**config.mk**
```make
export PLATFORM = sky130hd
export DESIGN_NAME = hotp_hmac_sha1_generator
export DESIGN_NICKNAME = d
export VERILOG_FILES = /design/src/rtl/hotp_pkg.sv /design/src/rtl/hotp_hmac_sha1_generator.sv
export SDC_FILE = /design/constraint.sdc
export NUM_CORES = 2
export LEC_CHECK = 0
export ABC_CLOCK_PERIOD_IN_PS = 32500
export BUFFER_PORTS_ARGS = -buffer_cell sky130_fd_sc_hd__buf_2
export CELL_PAD_IN_SITES_DETAIL_PLACEMENT = 1
export CELL_PAD_IN_SITES_GLOBAL_PLACEMENT = 1
export CORE_UTILIZATION = 40
export CTS_BUF_LIST = sky130_fd_sc_hd__clkbuf_2 sky130_fd_sc_hd__clkbuf_4 sky130_fd_sc_hd__clkbuf_8
export DETAILED_ROUTE_END_ITERATION = 6
export PLACE_DENSITY = 0.71
export SYNTH_ARGS = -nofsm -noshare
export SYNTH_HDL_FRONTEND = slang
export SYNTH_SLANG_ARGS = --single-unit
```
**constraint.sdc**
```tcl
create_clock -name clock -period 32.5 [get_ports clock]
set_input_delay 3.25 -clock clock [delete_from_list [all_inputs] [get_ports clock]]
set_output_delay 3.25 -clock clock [all_outputs]
set_load 0.02 [all_outputs]
```
**src/rtl/hotp_pkg.sv**
```systemverilog
package hotp_pkg;
   localparam int unsigned WORD_W = 32;
   localparam int unsigned KEY_W = 64;
   localparam int unsigned OTP_W = 20;
   localparam logic [31:0] PAD_IN = 32'h36363636;
   localparam logic [31:0] PAD_OUT = 32'h5c5c5c5c;
   localparam logic [31:0] PAD_BIT = 32'h80000000;
   localparam logic [31:0] LEN_IN = 32'd576;
   localparam logic [31:0] LEN_OUT = 32'd672;
   localparam logic [31:0] OTP_MOD = 32'd1000000;
   // Rounded-up 2^50 / 1000000. The product with any 31-bit value, shifted
   // right by 50, gives the exact quotient by one million.
   localparam logic [31:0] OTP_RECIP = 32'd1125899907;

   localparam logic [1:0] CSR_KEY0 = 2'd0;
   localparam logic [1:0] CSR_KEY1 = 2'd1;
   localparam logic [1:0] CSR_KEY2 = 2'd2;

   typedef logic [31:0] word_type;
   typedef word_type [4:0] digest_type;

   function automatic word_type sha1_k(input logic [6:0] t);
      word_type k;
      if (t < 7'd20) begin
         k = 32'h5a827999;
      end else if (t < 7'd40) begin
         k = 32'h6ed9eba1;
      end else if (t < 7'd60) begin
         k = 32'h8f1bbcdc;
      end else begin
         k = 32'hca62c1d6;
      end
      return k;
   endfunction

   function automatic word_type sha1_f(input logic [6:0] t, input word_type b,
                                       input word_type c, input word_type d);
      word_type f;
      if (t < 7'd20) begin
         f = (b & c) | (~b & d);
      end else if (t < 7'd40 || t >= 7'd60) begin
         f = b ^ c ^ d;
      end else begin
         f = (b & c) | (b & d) | (c & d);
      end
      return f;
   endfunction

   function automatic digest_type sha1_iv();
      digest_type h;
      h[0] = 32'h67452301;
      h[1] = 32'hefcdab89;
      h[2] = 32'h98badcfe;
      h[3] = 32'h10325476;
      h[4] = 32'hc3d2e1f0;
      return h;
   endfunction
endpackage

```
**src/rtl/hotp_hmac_sha1_generator.sv**
```systemverilog
// An accepted item runs four compressions (schedule load, 80 rounds, chaining fold
// each), then truncation, one reciprocal multiply for the quotient and the remainder
// fix-up at the output. The next item is taken only after the result is written; the
// single SHA-1 round unit runs one round a cycle.
// Reset (synchronous, active high) clears the key registers, the sequencer and
// the result valid flag.
module hotp_hmac_sha1_generator (
   input  logic        clock,
   input  logic        reset,
   input  logic        req_tvalid,
   output logic        req_tready,
   input  logic [63:0] req_tdata,   // [63:0] counter
   output logic        rsp_tvalid,
   input  logic        rsp_tready,
   output logic [23:0] rsp_tdata,   // [19:0] otp_value, [23:20] zero
   input  logic        csr_we,
   input  logic [1:0]  csr_index,
   input  logic [63:0] csr_wdata
);
   import hotp_pkg::*;

   typedef enum logic [2:0] {
      ST_IDLE,
      ST_LOAD,
      ST_ROUND,
      ST_FOLD,
      ST_TRUNC,
      ST_MOD,
      ST_OUT
   } state_type;

   state_type   state_ff, state_in;
   logic [63:0] key0_ff, key0_in;
   logic [63:0] key1_ff, key1_in;
   logic [31:0] key2_ff, key2_in;
   logic [63:0] ctr_ff, ctr_in;
   // Which of the four compressions runs: bit 1 selects the outer hash and
   // bit 0 the second (message) block.
   logic [1:0]  blk_ff, blk_in;
   logic [6:0]  t_ff, t_in;
   digest_type  h_ff, h_in;
   digest_type  hi_ff, hi_in;
   word_type    a_ff, a_in, b_ff, b_in, c_ff, c_in, d_ff, d_in, e_ff, e_in;
   // Sixteen-word message schedule window, w[0] is the current word.
   word_type    w_ff [16];
   word_type    w_in [16];
   logic [31:0] rem_ff, rem_in;
   logic [11:0] quo_ff, quo_in;
   logic        rv_ff, rv_in;
   logic [19:0] otp_ff, otp_in;

   word_type    blk_word [16];
   word_type    pad;
   word_type    tmp, wnext;
   logic [159:0] dig;
   logic [3:0]  off;
   logic [31:0] sel;
   logic [63:0] prod;
   logic [31:0] quo_back;
   logic [31:0] rem_fix;

   always_comb begin
      pad = blk_ff[1] ? PAD_OUT : PAD_IN;
      for (int i = 0; i < 16; i++) begin
         blk_word[i] = '0;
      end
      if (!blk_ff[0]) begin
         blk_word[0] = key0_ff[63:32] ^ pad;
         blk_word[1] = key0_ff[31:0] ^ pad;
         blk_word[2] = key1_ff[63:32] ^ pad;
         blk_word[3] = key1_ff[31:0] ^ pad;
         blk_word[4] = key2_ff ^ pad;
         for (int i = 5; i < 16; i++) begin
            blk_word[i] = pad;
         end
      end else if (!blk_ff[1]) begin
         blk_word[0] = ctr_ff[63:32];
         blk_word[1] = ctr_ff[31:0];
         blk_word[2] = PAD_BIT;
         blk_word[15] = LEN_IN;
      end else begin
         for (int i = 0; i < 5; i++) begin
            blk_word[i] = hi_ff[i];
         end
         blk_word[5] = PAD_BIT;
         blk_word[15] = LEN_OUT;
      end
   end

   // Shared round unit.
   assign tmp = {a_ff[26:0], a_ff[31:27]} + sha1_f(t_ff, b_ff, c_ff, d_ff) + e_ff
                + sha1_k(t_ff) + w_ff[0];
   assign wnext = w_ff[13] ^ w_ff[8] ^ w_ff[2] ^ w_ff[0];

   assign dig = {h_ff[0], h_ff[1], h_ff[2], h_ff[3], h_ff[4]};
   assign off = dig[3:0];
   assign sel = dig[159 - 8 * off -: 32];

   // Modulo one million: the quotient comes from a reciprocal multiply, and the
   // remainder is the value minus the quotient times one million.
   assign prod = rem_ff * OTP_RECIP;
   assign quo_back = {20'd0, quo_ff} * OTP_MOD;
   assign rem_fix = rem_ff - quo_back;

   always_comb begin
      state_in = state_ff;
      key0_in = key0_ff;
      key1_in = key1_ff;
      key2_in = key2_ff;
      ctr_in = ctr_ff;
      blk_in = blk_ff;
      t_in = t_ff;
      h_in = h_ff;
      hi_in = hi_ff;
      a_in = a_ff; b_in = b_ff; c_in = c_ff; d_in = d_ff; e_in = e_ff;
      w_in = w_ff;
      rem_in = rem_ff;
      quo_in = quo_ff;
      rv_in = rv_ff;
      otp_in = otp_ff;

      if (csr_we) begin
         case (csr_index)
            CSR_KEY0: key0_in = csr_wdata;
            CSR_KEY1: key1_in = csr_wdata;
            CSR_KEY2: key2_in = csr_wdata[31:0];
            default: ;
         endcase
      end

      case (state_ff)
         ST_IDLE: begin
            if (req_tvalid) begin
               ctr_in = req_tdata;
               blk_in = 2'd0;
               h_in = sha1_iv();
               state_in = ST_LOAD;
            end
         end
         ST_LOAD: begin
            w_in = blk_word;
            a_in = h_ff[0]; b_in = h_ff[1]; c_in = h_ff[2];
            d_in = h_ff[3]; e_in = h_ff[4];
            t_in = '0;
            state_in = ST_ROUND;
         end
         ST_ROUND: begin
            e_in = d_ff;
            d_in = c_ff;
            c_in = {b_ff[1:0], b_ff[31:2]};
            b_in = a_ff;
            a_in = tmp;
            for (int i = 0; i < 15; i++) begin
               w_in[i] = w_ff[i + 1];
            end
            w_in[15] = {wnext[30:0], wnext[31]};
            t_in = t_ff + 7'd1;
            if (t_ff == 7'd79) begin
               state_in = ST_FOLD;
            end
         end
         ST_FOLD: begin
            h_in[0] = h_ff[0] + a_ff;
            h_in[1] = h_ff[1] + b_ff;
            h_in[2] = h_ff[2] + c_ff;
            h_in[3] = h_ff[3] + d_ff;
            h_in[4] = h_ff[4] + e_ff;
            blk_in = blk_ff + 2'd1;
            state_in = ST_LOAD;
            if (blk_ff == 2'd1) begin
               hi_in[0] = h_ff[0] + a_ff;
               hi_in[1] = h_ff[1] + b_ff;
               hi_in[2] = h_ff[2] + c_ff;
               hi_in[3] = h_ff[3] + d_ff;
               hi_in[4] = h_ff[4] + e_ff;
               h_in = sha1_iv();
            end else if (blk_ff == 2'd3) begin
               state_in = ST_TRUNC;
            end
         end
         ST_TRUNC: begin
            rem_in = {1'b0, sel[30:0]};
            state_in = ST_MOD;
         end
         ST_MOD: begin
            quo_in = prod[61:50];
            state_in = ST_OUT;
         end
         ST_OUT: begin
            // The result register is free once the previous result is taken.
            if (!rv_ff || rsp_tready) begin
               otp_in = rem_fix[19:0];
               rv_in = 1'b1;
               state_in = ST_IDLE;
            end
         end
         default: state_in = ST_IDLE;
      endcase

      if (rv_ff && rsp_tready && state_ff != ST_OUT) begin
         rv_in = 1'b0;
      end
   end

   always_ff @(posedge clock) begin
      if (reset) begin
         state_ff <= ST_IDLE;
         key0_ff <= '0;
         key1_ff <= '0;
         key2_ff <= '0;
         rv_ff <= 1'b0;
      end else begin
         state_ff <= state_in;
         key0_ff <= key0_in;
         key1_ff <= key1_in;
         key2_ff <= key2_in;
         rv_ff <= rv_in;
      end
      ctr_ff <= ctr_in;
      blk_ff <= blk_in;
      t_ff <= t_in;
      h_ff <= h_in;
      hi_ff <= hi_in;
      a_ff <= a_in; b_ff <= b_in; c_ff <= c_in; d_ff <= d_in; e_ff <= e_in;
      w_ff <= w_in;
      rem_ff <= rem_in;
      quo_ff <= quo_in;
      otp_ff <= otp_in;
   end

   // A new item may start while the previous result still waits in the
   // output register; only the final write of the result waits for it.
   assign req_tready = (state_ff == ST_IDLE);
   assign rsp_tvalid = rv_ff;
   assign rsp_tdata = {4'd0, otp_ff};
endmodule

```
==> out/summary.txt <==
Synth top area share: 40.28%
Routability Congestion: 1.001
Max-cap violations: 0
leakage dissipation: 38.40 nW
slew margin rel.: 1.408%
predominant post-synthesis flop cell: edfxtp_1
Comb power frac: 32.1%
power density over cell area: 60.75 nW/µm²
simple-gate share of the synthesized area: 9.804%
fin cells: 10700
RSZ-0062 raised after global routing: no
CTS buffer count: 226
hold slack: 0.4596 ns
DIE HEIGHT: 460.5 µm
Synth Area in Compound Gates: 12.65%
core area: 207900 µm²
xor/xnor share of the synthesized area: 3.448%
Synth Area in Adders: 20.78%
Initial DRC Count: 6078
sw frac: 36.99%
largest family of logic cells by synthesized area: adder cells
TritonRoute pass-1 iters: 6
total detailed-routing wirelength: 359200 µm
clk_lat worst skew: 1.09 ns
most frequent cells in the layout: 1128 x edfxtp_1, 987 x nand2_1, 680 x inv_1, 608 x ha_1, 493 x fa_1
CTS clock-pin slew for the worst setup and hold paths: 0.06 ns
Synth Cell Area: 84090 µm²
Root Buffer: clkbuf_8
Synthesis Warnings: 0
largest cells by area after synthesis: edfxtp_1 40%, fa_1 12%, ha_1 9.0%, nand2_1 4.4%, dfxtp_1 3.9%
# resized after CTS: 0
status: finished, final reports clean
Seq/Total Area, Yosys: 44.19%
Fill cells: 22400
# rows: 167
final setup vio count: 0
total number of vias: 62390
H-tree lvl count: 4
remaining global-route overflow: 0
clk sink count: 1292
ratio of final minimum period to clock period: 26.74%
overall die width: 460.5 µm
Arrival @ worst endpoint: 9.48 ns
Post-synth EDFFs: 1128
Synth Instances: 7570
area leader, netlist: edfxtp_1
dpl hpwl: 280700 µm
Detail Route Antenna Nets: 0
Switch Pwr: 0.002092 W
Clock Skews: 0.08123 ns
wire per inst: 33.58 µm
CP Capture Type: flip-flop
kind of critical path: reg -> reg
clock tree buffer depth: 3
dpl cell area: 87990 µm²
initial core utilization: 40.45%
Worst VDD drop: 0.00005158 V
#FFs+latches synth: 1292
Worst EP required: 33.29 ns
Worst Hold Class: reg -> reg
CTS tree: yes
CTS Hold Buffers Added: 0
Avg Cell Area, Syn: 11.11 µm²
Final Max Slew Viols: 0
Fmax: 0.1151 GHz
Final Critical Period: 8.690 ns
setup tns final: 0 ns
final hold violations: 0
Avg Vias per Cell: 5.832
ys async rst share: 0%
gr usage total: 33.83%
DP Cell Count: 10250
IO Count: 161
internal power: 0.003563 W
nets: 8926
reg2reg setup slack: 23.81 ns
layout cells sized above 1: 10.74%
Worst Max-Slew Pin Slew: 1.479 ns
clock share of power: 30.0%
largest net degree at the start of global routing: 187
post-synthesis mux area share: 4.427%
first-pass GRT wire length: 497500 µm
IO buf count: 156
register share of total power: 37.9%
startpoint type of the worst setup path: flip-flop
Area Growth Syn to Fin: 10.71%
final instance area: 93090 µm²
Die ar.: 212100 µm²
initial antenna violation count: 51
crit-path max FO: 10
Cell variety after synth: 88
Post-CTS Setup Inserts: 0
most common cell after layout, fill and taps aside: edfxtp_1
number of global-route vias before repair: 64530
drc violations: 0
[metrics by stage]
| step | power (W) | setup slack, ns | util [%] |
|---|---|---|---|
| 6_report | 0.005655 | 23.81 | 44.78 |
| 5_1_grt | 0.005886 | 23.45 | 44.76 |
| 2_1_floorplan | 0.003303 | 11.45 | - |
| 3_3_place_gp | 0.003911 | 22.66 | 42.32 |
| 3_5_place_dp | 0.003943 | 23.68 | 42.32 |
| 4_1_cts | 0.005644 | 23.66 | 44.75 |
[power by group through the flow]
stage                     sequential, W  clock [W]  combinational, W
after global placement          0.00217          0           0.00174
final                           0.00214    0.00170           0.00181
after floorplan                 0.00215          0           0.00115
after global routing            0.00214    0.00179           0.00195
after detailed placement        0.00217          0           0.00177
after CTS                       0.00214    0.00172           0.00178
[flip-flops by register name, summed over array words and instances, names as in the netlist]
signal      flops
otp_ff         20
e_ff           32
state_ff        3
dig           160
key0_ff        64
key2_ff        32
a_ff           32
b_ff           32
t_ff            7
w_ff          512
c_ff           32
rsp_tvalid      1
d_ff           32
blk_ff          2
rem_ff         31
hi_ff         160
quo_ff         12
key1_ff        64
ctr_ff         64
[cell usage after synthesis, drive strengths merged, types with 46 or more instances]
cell    number
a211oi      70
a21o       366
a21oi      478
a221oi      69
and2       166
buf         57
clkbuf     305
dfxtp      164
edfxtp    1128
fa         493
ha         608
inv        681
mux2        63
mux2i      175
mux4        56
nand2      989
nand2b     107
nand3       56
nor2       355
o21ai      305
o21bai      46
xnor2      204
xor2       127
[cells by family (layout without fill, tap and decap cells)]
kind of cell,Yosys count,in the layout
simple gates,1863,1863
compound gates,1644,1644
mux,294,294
fa+ha+maj,1101,1101
xor+xnor,331,331
buf+inv,1044,1359
flops,1292,1292
other cells,1,27
[cell type report]
type                            count  area [µm²]  share of cell area (%)
Antenna cell                       23       57.56                 0.06182
Clock buffer                      354        4390                   4.716
Clock inverter                     72       651.9                  0.7002
Inverter                          682        2561                   2.751
Multi-Input combinational cell   5237       43190                   46.40
Sequential cell                  1292       37160                   39.91
Tap cell                         2788        3488                   3.747
Timing Repair Buffer              251        1598                   1.716
[worst paths after layout]
| path | from | end | depth (start not counted) |
|---|---|---|---|
| min reg2reg | key2_ff[31]$_SDFFE_PP0P_ | key2_ff[31]$_SDFFE_PP0P_ | 2 |
| max reg2reg | rem_ff[10]$_DFFE_PP_ | quo_ff[11]$_DFFE_PN_ | 25 |
| min | key2_ff[31]$_SDFFE_PP0P_ | key2_ff[31]$_SDFFE_PP0P_ | 2 |
| max | rem_ff[10]$_DFFE_PP_ | quo_ff[11]$_DFFE_PN_ | 25 |
[routing by layer]
| metal | GRT usage [%] | part of all wire (%) | up-vias |
|---|---|---|---|
| li1 | - | - | 26850 |
| met1 | 41.73 | 39 | 32430 |
| met2 | 52.91 | 45 | 2390 |
| met3 | 5.952 | 6.8 | 711 |
| met4 | 25.57 | 8.8 | 18 |
| met5 | 0 | 0.038 | - |
[worst max-delay path, stage by stage (launching register included)]
cell and delay, ns:
edfxtp_1 0.87, inv_1 0.28, fa_1 0.56, inv_1 0.05
fa_1 0.47, inv_1 0.05, fa_1 0.45, fa_1 0.43
inv_1 0.08, fa_1 0.43, fa_1 0.52, fa_1 0.49
inv_1 0.05, fa_1 0.49, inv_1 0.04, ha_1 0.29
a21oi_1 0.26, o21ai_0 0.23, a221oi_1 0.48, o2111ai_1 0.15
a211oi_1 0.61, buf_4 0.25, o21ai_1 0.11, a41o_1 0.31
o41ai_1 0.32, xnor2_1 0.11
No activity file was read; power rests on OpenSTA's default activity.
